<file path="src/rtl/core/smrc_pkg.sv">
// Package for the sample mean and range calibrator.
// Holds widths, reset constants, kind codes and the sequencer state type.
// Depends on nothing.
package smrc_pkg;

  // Field and state widths.
  localparam int SAMPLE_BITS = 10;
  localparam int COUNT_BITS  = 16;
  localparam int SUM_BITS    = SAMPLE_BITS + COUNT_BITS;
  localparam int STEP_BITS   = $clog2(SUM_BITS);

  // Samples per run after reset.
  localparam logic [COUNT_BITS-1:0] DEFAULT_COUNT = COUNT_BITS'(100);

  // Measurement kinds; the fourth code marks a run that gives no result.
  localparam logic [1:0] KIND_LOW    = 2'd0;
  localparam logic [1:0] KIND_CENTRE = 2'd1;
  localparam logic [1:0] KIND_HIGH   = 2'd2;
  localparam logic [1:0] KIND_NONE   = 2'd3;

  // Sequencer states, one-hot.
  typedef enum logic [1:0] {
    ST_IDLE = 2'b01,
    ST_DIV  = 2'b10
  } state_t;

endpackage

</file>
<file path="src/rtl/core/sample_mean_and_range_calibrator_top.sv">
// Top level of the sample mean and range calibrator.
// Accumulates sum, minimum and maximum per run and divides with a shared
// restoring divider. Depends on smrc_pkg.

// Each request carries one ADC sample and a measurement kind; the kind given
// with the first sample of a run is kept for the whole run. A sample that does
// not end a run is folded into the run and busy stays low. The sample that ends
// a run (the configured count reached or passed) starts the mean division:
// the single shared subtract and compare unit produces one quotient bit per
// cycle, so busy stays high until all SUM_BITS (26) quotient bits are done;
// out_valid then shows the result on out_ for exactly one cycle as busy falls.
// The receiver cannot stall; a result must be captured in that cycle. A run
// latched with kind code three is gathered and cleared but gives no result.
// Writing cfg_wr_data with cfg_wr_en sets the samples per run (0 stores 1);
// write it only while the block is idle.
module sample_mean_and_range_calibrator_top (
  input  logic                             clk,
  input  logic                             rst_n,
  input  logic                             start,
  output logic                             busy,
  input  logic [smrc_pkg::SAMPLE_BITS-1:0] in_sample_value,
  input  logic [1:0]                       in_measure_kind,
  output logic                             out_valid,
  output logic [1:0]                       out_result_kind,
  output logic [smrc_pkg::SAMPLE_BITS-1:0] out_mean_value,
  output logic [smrc_pkg::SAMPLE_BITS-1:0] out_dead_band,
  input  logic                             cfg_wr_en,
  input  logic [smrc_pkg::COUNT_BITS-1:0]  cfg_wr_data
);
  import smrc_pkg::*;

  // Configuration and run state.
  state_t                state_r, state_nxt;
  logic [COUNT_BITS-1:0] sample_count_r, sample_count_nxt;
  logic [COUNT_BITS-1:0] samples_seen_r, samples_seen_nxt;
  logic [SUM_BITS-1:0]   running_sum_r, running_sum_nxt;
  logic [SAMPLE_BITS-1:0] running_min_r, running_min_nxt;
  logic [SAMPLE_BITS-1:0] running_max_r, running_max_nxt;
  logic [1:0]            run_kind_r, run_kind_nxt;

  // Divider and finished-run registers.
  logic [SUM_BITS-1:0]    quo_r, quo_nxt;
  logic [COUNT_BITS-1:0]  rem_r, rem_nxt;
  logic [COUNT_BITS-1:0]  divisor_r, divisor_nxt;
  logic [STEP_BITS-1:0]   step_r, step_nxt;
  logic [SAMPLE_BITS-1:0] band_r, band_nxt;
  logic [1:0]             kind_r, kind_nxt;

  // Result registers.
  logic                   out_valid_r, out_valid_nxt;
  logic [1:0]             out_kind_r, out_kind_nxt;
  logic [SAMPLE_BITS-1:0] out_mean_r, out_mean_nxt;
  logic [SAMPLE_BITS-1:0] out_band_r, out_band_nxt;

  // Per-sample datapath.
  logic                   accept;
  logic [1:0]             kind_eff;
  logic [SAMPLE_BITS-1:0] min_new, max_new;
  logic [SUM_BITS-1:0]    sum_new;
  logic [COUNT_BITS:0]    taken;
  logic                   last;

  // Shared divider step.
  logic [COUNT_BITS:0]    shifted;
  logic [COUNT_BITS:0]    trial;
  logic                   qbit;

  assign busy   = (state_r == ST_DIV);
  assign accept = start && !busy;

  // Fold the incoming sample into the running figures.
  always_comb begin
    kind_eff = (samples_seen_r == '0) ? in_measure_kind : run_kind_r;
    min_new  = (in_sample_value < running_min_r) ? in_sample_value : running_min_r;
    max_new  = (in_sample_value > running_max_r) ? in_sample_value : running_max_r;
    sum_new  = running_sum_r + SUM_BITS'(in_sample_value);
    taken    = {1'b0, samples_seen_r} + (COUNT_BITS+1)'(1);
    last     = (taken >= {1'b0, sample_count_r});
  end

  // One restoring division step: bring down a dividend bit, try a subtract.
  always_comb begin
    shifted = {rem_r, quo_r[SUM_BITS-1]};
    trial   = shifted - {1'b0, divisor_r};
    qbit    = !trial[COUNT_BITS];
  end

  // Sequencer and next-state logic.
  always_comb begin
    state_nxt        = state_r;
    sample_count_nxt = sample_count_r;
    samples_seen_nxt = samples_seen_r;
    running_sum_nxt  = running_sum_r;
    running_min_nxt  = running_min_r;
    running_max_nxt  = running_max_r;
    run_kind_nxt     = run_kind_r;
    quo_nxt          = quo_r;
    rem_nxt          = rem_r;
    divisor_nxt      = divisor_r;
    step_nxt         = step_r;
    band_nxt         = band_r;
    kind_nxt         = kind_r;
    out_valid_nxt    = 1'b0;
    out_kind_nxt     = out_kind_r;
    out_mean_nxt     = out_mean_r;
    out_band_nxt     = out_band_r;

    if (cfg_wr_en) begin
      sample_count_nxt = (cfg_wr_data == '0) ? COUNT_BITS'(1) : cfg_wr_data;
    end

    case (state_r)
      ST_IDLE: begin
        if (accept) begin
          if (last) begin
            // Run complete: hand the totals to the divider and clear the run.
            quo_nxt          = sum_new;
            rem_nxt          = '0;
            divisor_nxt      = taken[COUNT_BITS-1:0];
            step_nxt         = '0;
            band_nxt         = max_new - min_new;
            kind_nxt         = kind_eff;
            samples_seen_nxt = '0;
            running_sum_nxt  = '0;
            running_min_nxt  = '1;
            running_max_nxt  = '0;
            run_kind_nxt     = KIND_LOW;
            state_nxt        = ST_DIV;
          end else begin
            samples_seen_nxt = taken[COUNT_BITS-1:0];
            running_sum_nxt  = sum_new;
            running_min_nxt  = min_new;
            running_max_nxt  = max_new;
            run_kind_nxt     = kind_eff;
          end
        end
      end
      ST_DIV: begin
        quo_nxt  = {quo_r[SUM_BITS-2:0], qbit};
        rem_nxt  = qbit ? trial[COUNT_BITS-1:0] : shifted[COUNT_BITS-1:0];
        step_nxt = step_r + STEP_BITS'(1);
        if (step_r == STEP_BITS'(SUM_BITS-1)) begin
          // Last quotient bit: publish the result for one cycle.
          out_valid_nxt = (kind_r != KIND_NONE);
          out_kind_nxt  = kind_r;
          out_mean_nxt  = quo_nxt[SAMPLE_BITS-1:0];
          out_band_nxt  = band_r;
          state_nxt     = ST_IDLE;
        end
      end
      default: begin
        state_nxt = ST_IDLE;
      end
    endcase
  end

  // Control and run state, cleared by reset.
  always_ff @(posedge clk) begin
    if (!rst_n) begin
      state_r        <= ST_IDLE;
      sample_count_r <= DEFAULT_COUNT;
      samples_seen_r <= '0;
      running_sum_r  <= '0;
      running_min_r  <= '1;
      running_max_r  <= '0;
      run_kind_r     <= KIND_LOW;
      step_r         <= '0;
      out_valid_r    <= 1'b0;
    end else begin
      state_r        <= state_nxt;
      sample_count_r <= sample_count_nxt;
      samples_seen_r <= samples_seen_nxt;
      running_sum_r  <= running_sum_nxt;
      running_min_r  <= running_min_nxt;
      running_max_r  <= running_max_nxt;
      run_kind_r     <= run_kind_nxt;
      step_r         <= step_nxt;
      out_valid_r    <= out_valid_nxt;
    end
  end

  // Payload registers need no reset.
  always_ff @(posedge clk) begin
    quo_r      <= quo_nxt;
    rem_r      <= rem_nxt;
    divisor_r  <= divisor_nxt;
    band_r     <= band_nxt;
    kind_r     <= kind_nxt;
    out_kind_r <= out_kind_nxt;
    out_mean_r <= out_mean_nxt;
    out_band_r <= out_band_nxt;
  end

  assign out_valid       = out_valid_r;
  assign out_result_kind = out_kind_r;
  assign out_mean_value  = out_mean_r;
  assign out_dead_band   = out_band_r;

`ifndef SYNTHESIS
  // A result only follows the final division step.
  a_valid_after_div: assert property (@(posedge clk) disable iff (!rst_n)
    out_valid_r |-> $past(state_r == ST_DIV))
    else $error("result strobe without a preceding division");

  // The samples-per-run register never holds zero.
  a_count_nonzero: assert property (@(posedge clk) disable iff (!rst_n)
    sample_count_r != '0)
    else $error("sample count register is zero");

  // The step counter stays inside the dividend while dividing.
  a_step_range: assert property (@(posedge clk) disable iff (!rst_n)
    busy |-> (step_r < STEP_BITS'(SUM_BITS)))
    else $error("divider step counter out of range");

  // A run-ending request starts the divider and clears the run.
  a_last_starts_div: assert property (@(posedge clk) disable iff (!rst_n)
    (accept && last) |=> (busy && samples_seen_r == '0 && running_sum_r == '0))
    else $error("run end did not start division or clear the run");
`endif

endmodule

</file>
<file path="config.mk">
export PLATFORM = sky130hd
export DESIGN_NAME = sample_mean_and_range_calibrator_top
export DESIGN_NICKNAME = d
export VERILOG_FILES = /design/src/rtl/core/smrc_pkg.sv /design/src/rtl/core/sample_mean_and_range_calibrator_top.sv
export SDC_FILE = /design/constraint.sdc
export NUM_CORES = 1
export LEC_CHECK = 0
export BUFFER_PORTS_ARGS = -buffer_cell sky130_fd_sc_hd__clkbuf_2
export CORE_ASPECT_RATIO = 1.4
export CORE_MARGIN = 1
export CORE_UTILIZATION = 40
export DETAILED_ROUTE_END_ITERATION = 8
export GPL_ROUTABILITY_DRIVEN = 0
export GPL_TIMING_DRIVEN = 0
export PLACE_DENSITY_LB_ADDON = 0.1
export SETUP_SLACK_MARGIN = 0.1
export SYNTH_ARGS = -nofsm -noshare
export SYNTH_HDL_FRONTEND = slang
export SYNTH_SLANG_ARGS = --single-unit
</file>
<file path="constraint.sdc">
create_clock -name clk -period 5.7 [get_ports clk]
set_clock_uncertainty 0.05 [all_clocks]
set_input_delay 0 -clock clk [delete_from_list [all_inputs] [get_ports clk]]
set_output_delay 0 -clock clk [all_outputs]
set_load 0.01 [all_outputs]
</file>
==> impl_metrics.py <==
metrics = {
    "status": {
        "outcome": "complete, no violations",
    },
    "yosys": {
        "syn_area_sq_um": 10000,
        "synth_edf_count": 92,
        "synth-main-ff-cell": "edfxtp_1",
        "async_reset_ff_frac": 0,
        "synthCells": 1079,
        "ys_seq_area_frac": 0.450,
        "ys_warn_count": 0,
        "avgSynthCellArea_sq_um": 9.31,
        "synth.distinct_cells": 69,
        "synthesis.nets": 1187,
        "synth-seq-cells": 180,
    },
    "critical_path": {
        "startpoint_type": "flop",
        "rrSetupSlack_ns": 0.79,
        "worstSetupPathType": "reg -> reg",
        "cpPeakStageDelay_ns": 0.59,
        "cp-startpoint": "samples_seen_r[0]",
        "cp_cell_sequence": "nand3_1 -> nor2_1 -> and3_1 -> nand3_1 -> xnor2_1 -> ha_1 -> a21o_1 -> a21o_1 -> a21o_1 -> a31oi_1 -> a21boi_1 -> o21ai_1 -> nand2_1 -> inv_1 -> nor2_2 -> buf_4 -> o211ai_1",
        "path_common_cell": "a21o_1",
        "cp_data_required_time_ns": 5.95,
        "critPathCaptureType": "flop",
        "worstRegToRegCells": 17,
        "cp_slowest_cell": "inv_1",
        "arrival_ns": 5.16,
        "cp-endpoint": "running_min_r[5]",
        "critPathMaxFanout": 30,
        "r2r_start": "samples_seen_r[0]",
        "r2r_end": "running_min_r[5]",
    },
    "timing": {
        "fmax_mhz": 204,
        "finalMaxSlewViolations": 0,
        "fin_ws_ns": 0.792,
        "grt_setup_unrepaired": "false",
        "hold_viol_final": 0,
        "tns_ns": 0,
        "slew_headroom": 0.135,
        "fin_crit_ns": 4.91,
        "min_period_over_period": 0.861,
        "max_slew.worst_pin.slew_ns": 1.30,
        "holdWs_ns": 0.0106,
        "setup_viol": 0,
    },
    "placed_design": {
        "placed_cells": 1450,
        "place_ws_ns": 0.255,
        "placed_area_sq_um": 10800,
        "detailed_place_hpwl_microns": 19400,
        "numPortBuffers": 54,
    },
    "floorplan": {
        "dieArea_sq_um": 25800,
        "die_w_microns": 136,
        "pin_count": 56,
        "dieHeight_microns": 190,
        "start_util": 0.407,
        "num_rows": 68,
        "core_sq_um": 24700,
    },
    "grt": {
        "antenna_found_initial": 0,
        "grt_pass1_vias": 7764,
        "grt_max_degree": 31,
        "grt_pass1_wl_microns": 41000,
        "grt_overflow": 0,
        "grt_use_total": 0.209,
    },
    "clock_network": {
        "cts_buffers": 17,
        "cts-root-buf": "clkbuf_16",
        "htreeDepth": 4,
        "clk_pin_slew_ns": 0.07,
        "cts_num_sinks": 180,
        "cts_tree": "yes",
        "cts.path.max_buffers": 2,
        "worstSkewPairLatency_ns": 0.45,
    },
    "drt": {
        "ant_nets": 0,
        "drtIter0Drc": 397,
        "vias_per_cell": 5.27,
        "drc": 0,
        "vias": 7996,
        "wl_microns": 25400,
        "wl_per_cell_microns": 16.8,
        "drtPass1Iterations": 5,
    },
    "finish": {
        "stdcell_area_sq_um": 11700,
        "layout.cells.non_filler": 1516,
        "drive_gt1_frac": 0.102,
        "fill_cells": 2428,
        "area_growth_pct": 16.3,
        "fin_util": 0.474,
        "num_antenna_cells": 0,
        "final_nets": 1296,
    },
    "power": {
        "power_per_cell_area_nw_per_um2": 264,
        "finalPower_mw": 3.09,
        "p_leak_nw": 4.68,
        "vdd_drop_max_mv": 0.218,
    },
    "run": {
        "cap_violations": 0,
    },
    "worst_hold_path": {
        "hp-class": "in -> reg",
    },
}
## cells in the mapped netlist (5+ instances only)
cell | number | area (sq um)
nand2_1 | 128 | 480
a21oi_1 | 95 | 475
edfxtp_1 | 92 | 2760
dfxtp_1 | 88 | 1760
inv_1 | 77 | 289
nor2_1 | 76 | 285
ha_1 | 73 | 913
o21ai_0 | 57 | 285
nand3_1 | 44 | 220
clkbuf_1 | 38 | 143
xnor2_1 | 32 | 280
xor2_1 | 31 | 272
mux2i_1 | 26 | 260
a21o_1 | 25 | 188
or3_1 | 20 | 125
o211ai_1 | 18 | 135
nor3_1 | 14 | 70.1
nand4_1 | 10 | 62.6
and3_1 | 9 | 56.3
a31oi_1 | 8 | 50.1
nor2b_1 | 8 | 50.1
nor4_1 | 8 | 50.1
or2_2 | 8 | 50.1
a211oi_1 | 7 | 52.6
o21a_1 | 7 | 52.6
nand2b_1 | 6 | 37.5
o21ai_1 | 6 | 30.0
buf_2 | 5 | 25.0
## worst min path at each step
stage                        from                  to  slack [ns]  cells past startpoint
2_1_floorplan      cfg_wr_data[2]   sample_count_r[2]        0.08                      2
4_1_cts                 cfg_wr_en  sample_count_r[11]       0.004                      3
5_1_grt        in_sample_value[8]    running_min_r[8]        0.04                      3
3_5_place_dp       cfg_wr_data[6]   sample_count_r[6]        0.19                      3
6_report                cfg_wr_en  sample_count_r[11]        0.01                      3
3_3_place_gp       cfg_wr_data[5]   sample_count_r[5]        0.19                      3
## cells by family (layout without fill, tap and decap cells)
group | count (synthesis) | after routing | synth area share
DFF | 180 | 180 | 0.450
AOI/OAI and AO/OA | 255 | 255 | 0.156
and+or+nand+nor | 349 | 349 | 0.162
xor gates and xnor gates | 63 | 63 | 0.0549
adders and majority gates | 77 | 77 | 0.0980
buffers and inverters | 125 | 247 | 0.0486
muxes | 30 | 30 | 0.0304
## layout make-up
class,instances,area (sq um),area share
plain buffers,47,195,0.0167
clock buffers,17,425,0.0364
clock inverters,15,173,0.0148
inverters,78,293,0.0250
multi-input cells,774,5040,0.431
flip-flops and latches,180,4520,0.387
well taps,315,394,0.0337
repair buffers,90,643,0.0550
## sequential cells by signal (all words and copies together) (netlist names)
register	count
out_result_kind	2
state_r	2
out_mean_value	10
kind_r	2
running_max_r	10
quo_r	26
divisor_r	16
running_min_r	10
rem_r	16
sample_count_r	16
out_dead_band	10
running_sum_r	26
out_valid	1
run_kind_r	2
samples_seen_r	16
step_r	5
band_r	10
## metal layers
layer	wire length (microns)	global-route usage	share of wire
met5	0	0	0
met4	395	0.0598	0.016
met3	699	0.0317	0.027
met2	13000	0.374	0.51
met1	11400	0.256	0.45
## timing repair
item                                    CTS  global route
gates resized for setup                   0             1
hold buffers                             33             0
hold endpoints to repair                 25             0
endpoints found under the setup margin    0            10
buffers inserted                          0             1
## worst max-delay path, delay by kind of cell (launching register included)
kind	cells	cell delay [ns]
simple gates	6	1.49
compound gates	7	1.24
buf+inv	2	0.81
flops	1	0.48
xor+xnor	1	0.37
fa+ha+maj	1	0.31
## power by group
group / internal [mW] / switching [mW] / total [mW]
clock: 0.624 / 0.574 / 1.20
combinational: 0.194 / 0.286 / 0.480
sequential: 1.40 / 0.0182 / 1.41
total: 2.21 / 0.878 / 3.09
## cells in the final DEF (no fill, tap or decap), types with 7 or more instances in the layout
master / netlist / final
dfxtp_1: 88 / 88
xnor2_1: 32 / 32
nand2_1: 128 / 127
nor3_1: 14 / 14
mux2i_1: 26 / 26
a21o_1: 25 / 25
inv_1: 77 / 77
a21oi_1: 95 / 95
xor2_1: 31 / 31
nor2_1: 76 / 74
clkbuf_16: 0 / 17
nand4_1: 10 / 10
nand3_1: 44 / 44
and3_1: 9 / 9
clkbuf_1: 38 / 38
o21ai_0: 57 / 57
or2_2: 8 / 8
ha_1: 73 / 73
a211oi_1: 7 / 7
nor4_1: 8 / 8
o21a_1: 7 / 7
a31oi_1: 8 / 8
nor2b_1: 8 / 8
o211ai_1: 18 / 18
edfxtp_1: 92 / 92
dlygate4sd3_1: 0 / 33
or3_1: 20 / 20
clkbuf_2: 1 / 55
No activity file was read; power rests on OpenSTA's default activity.
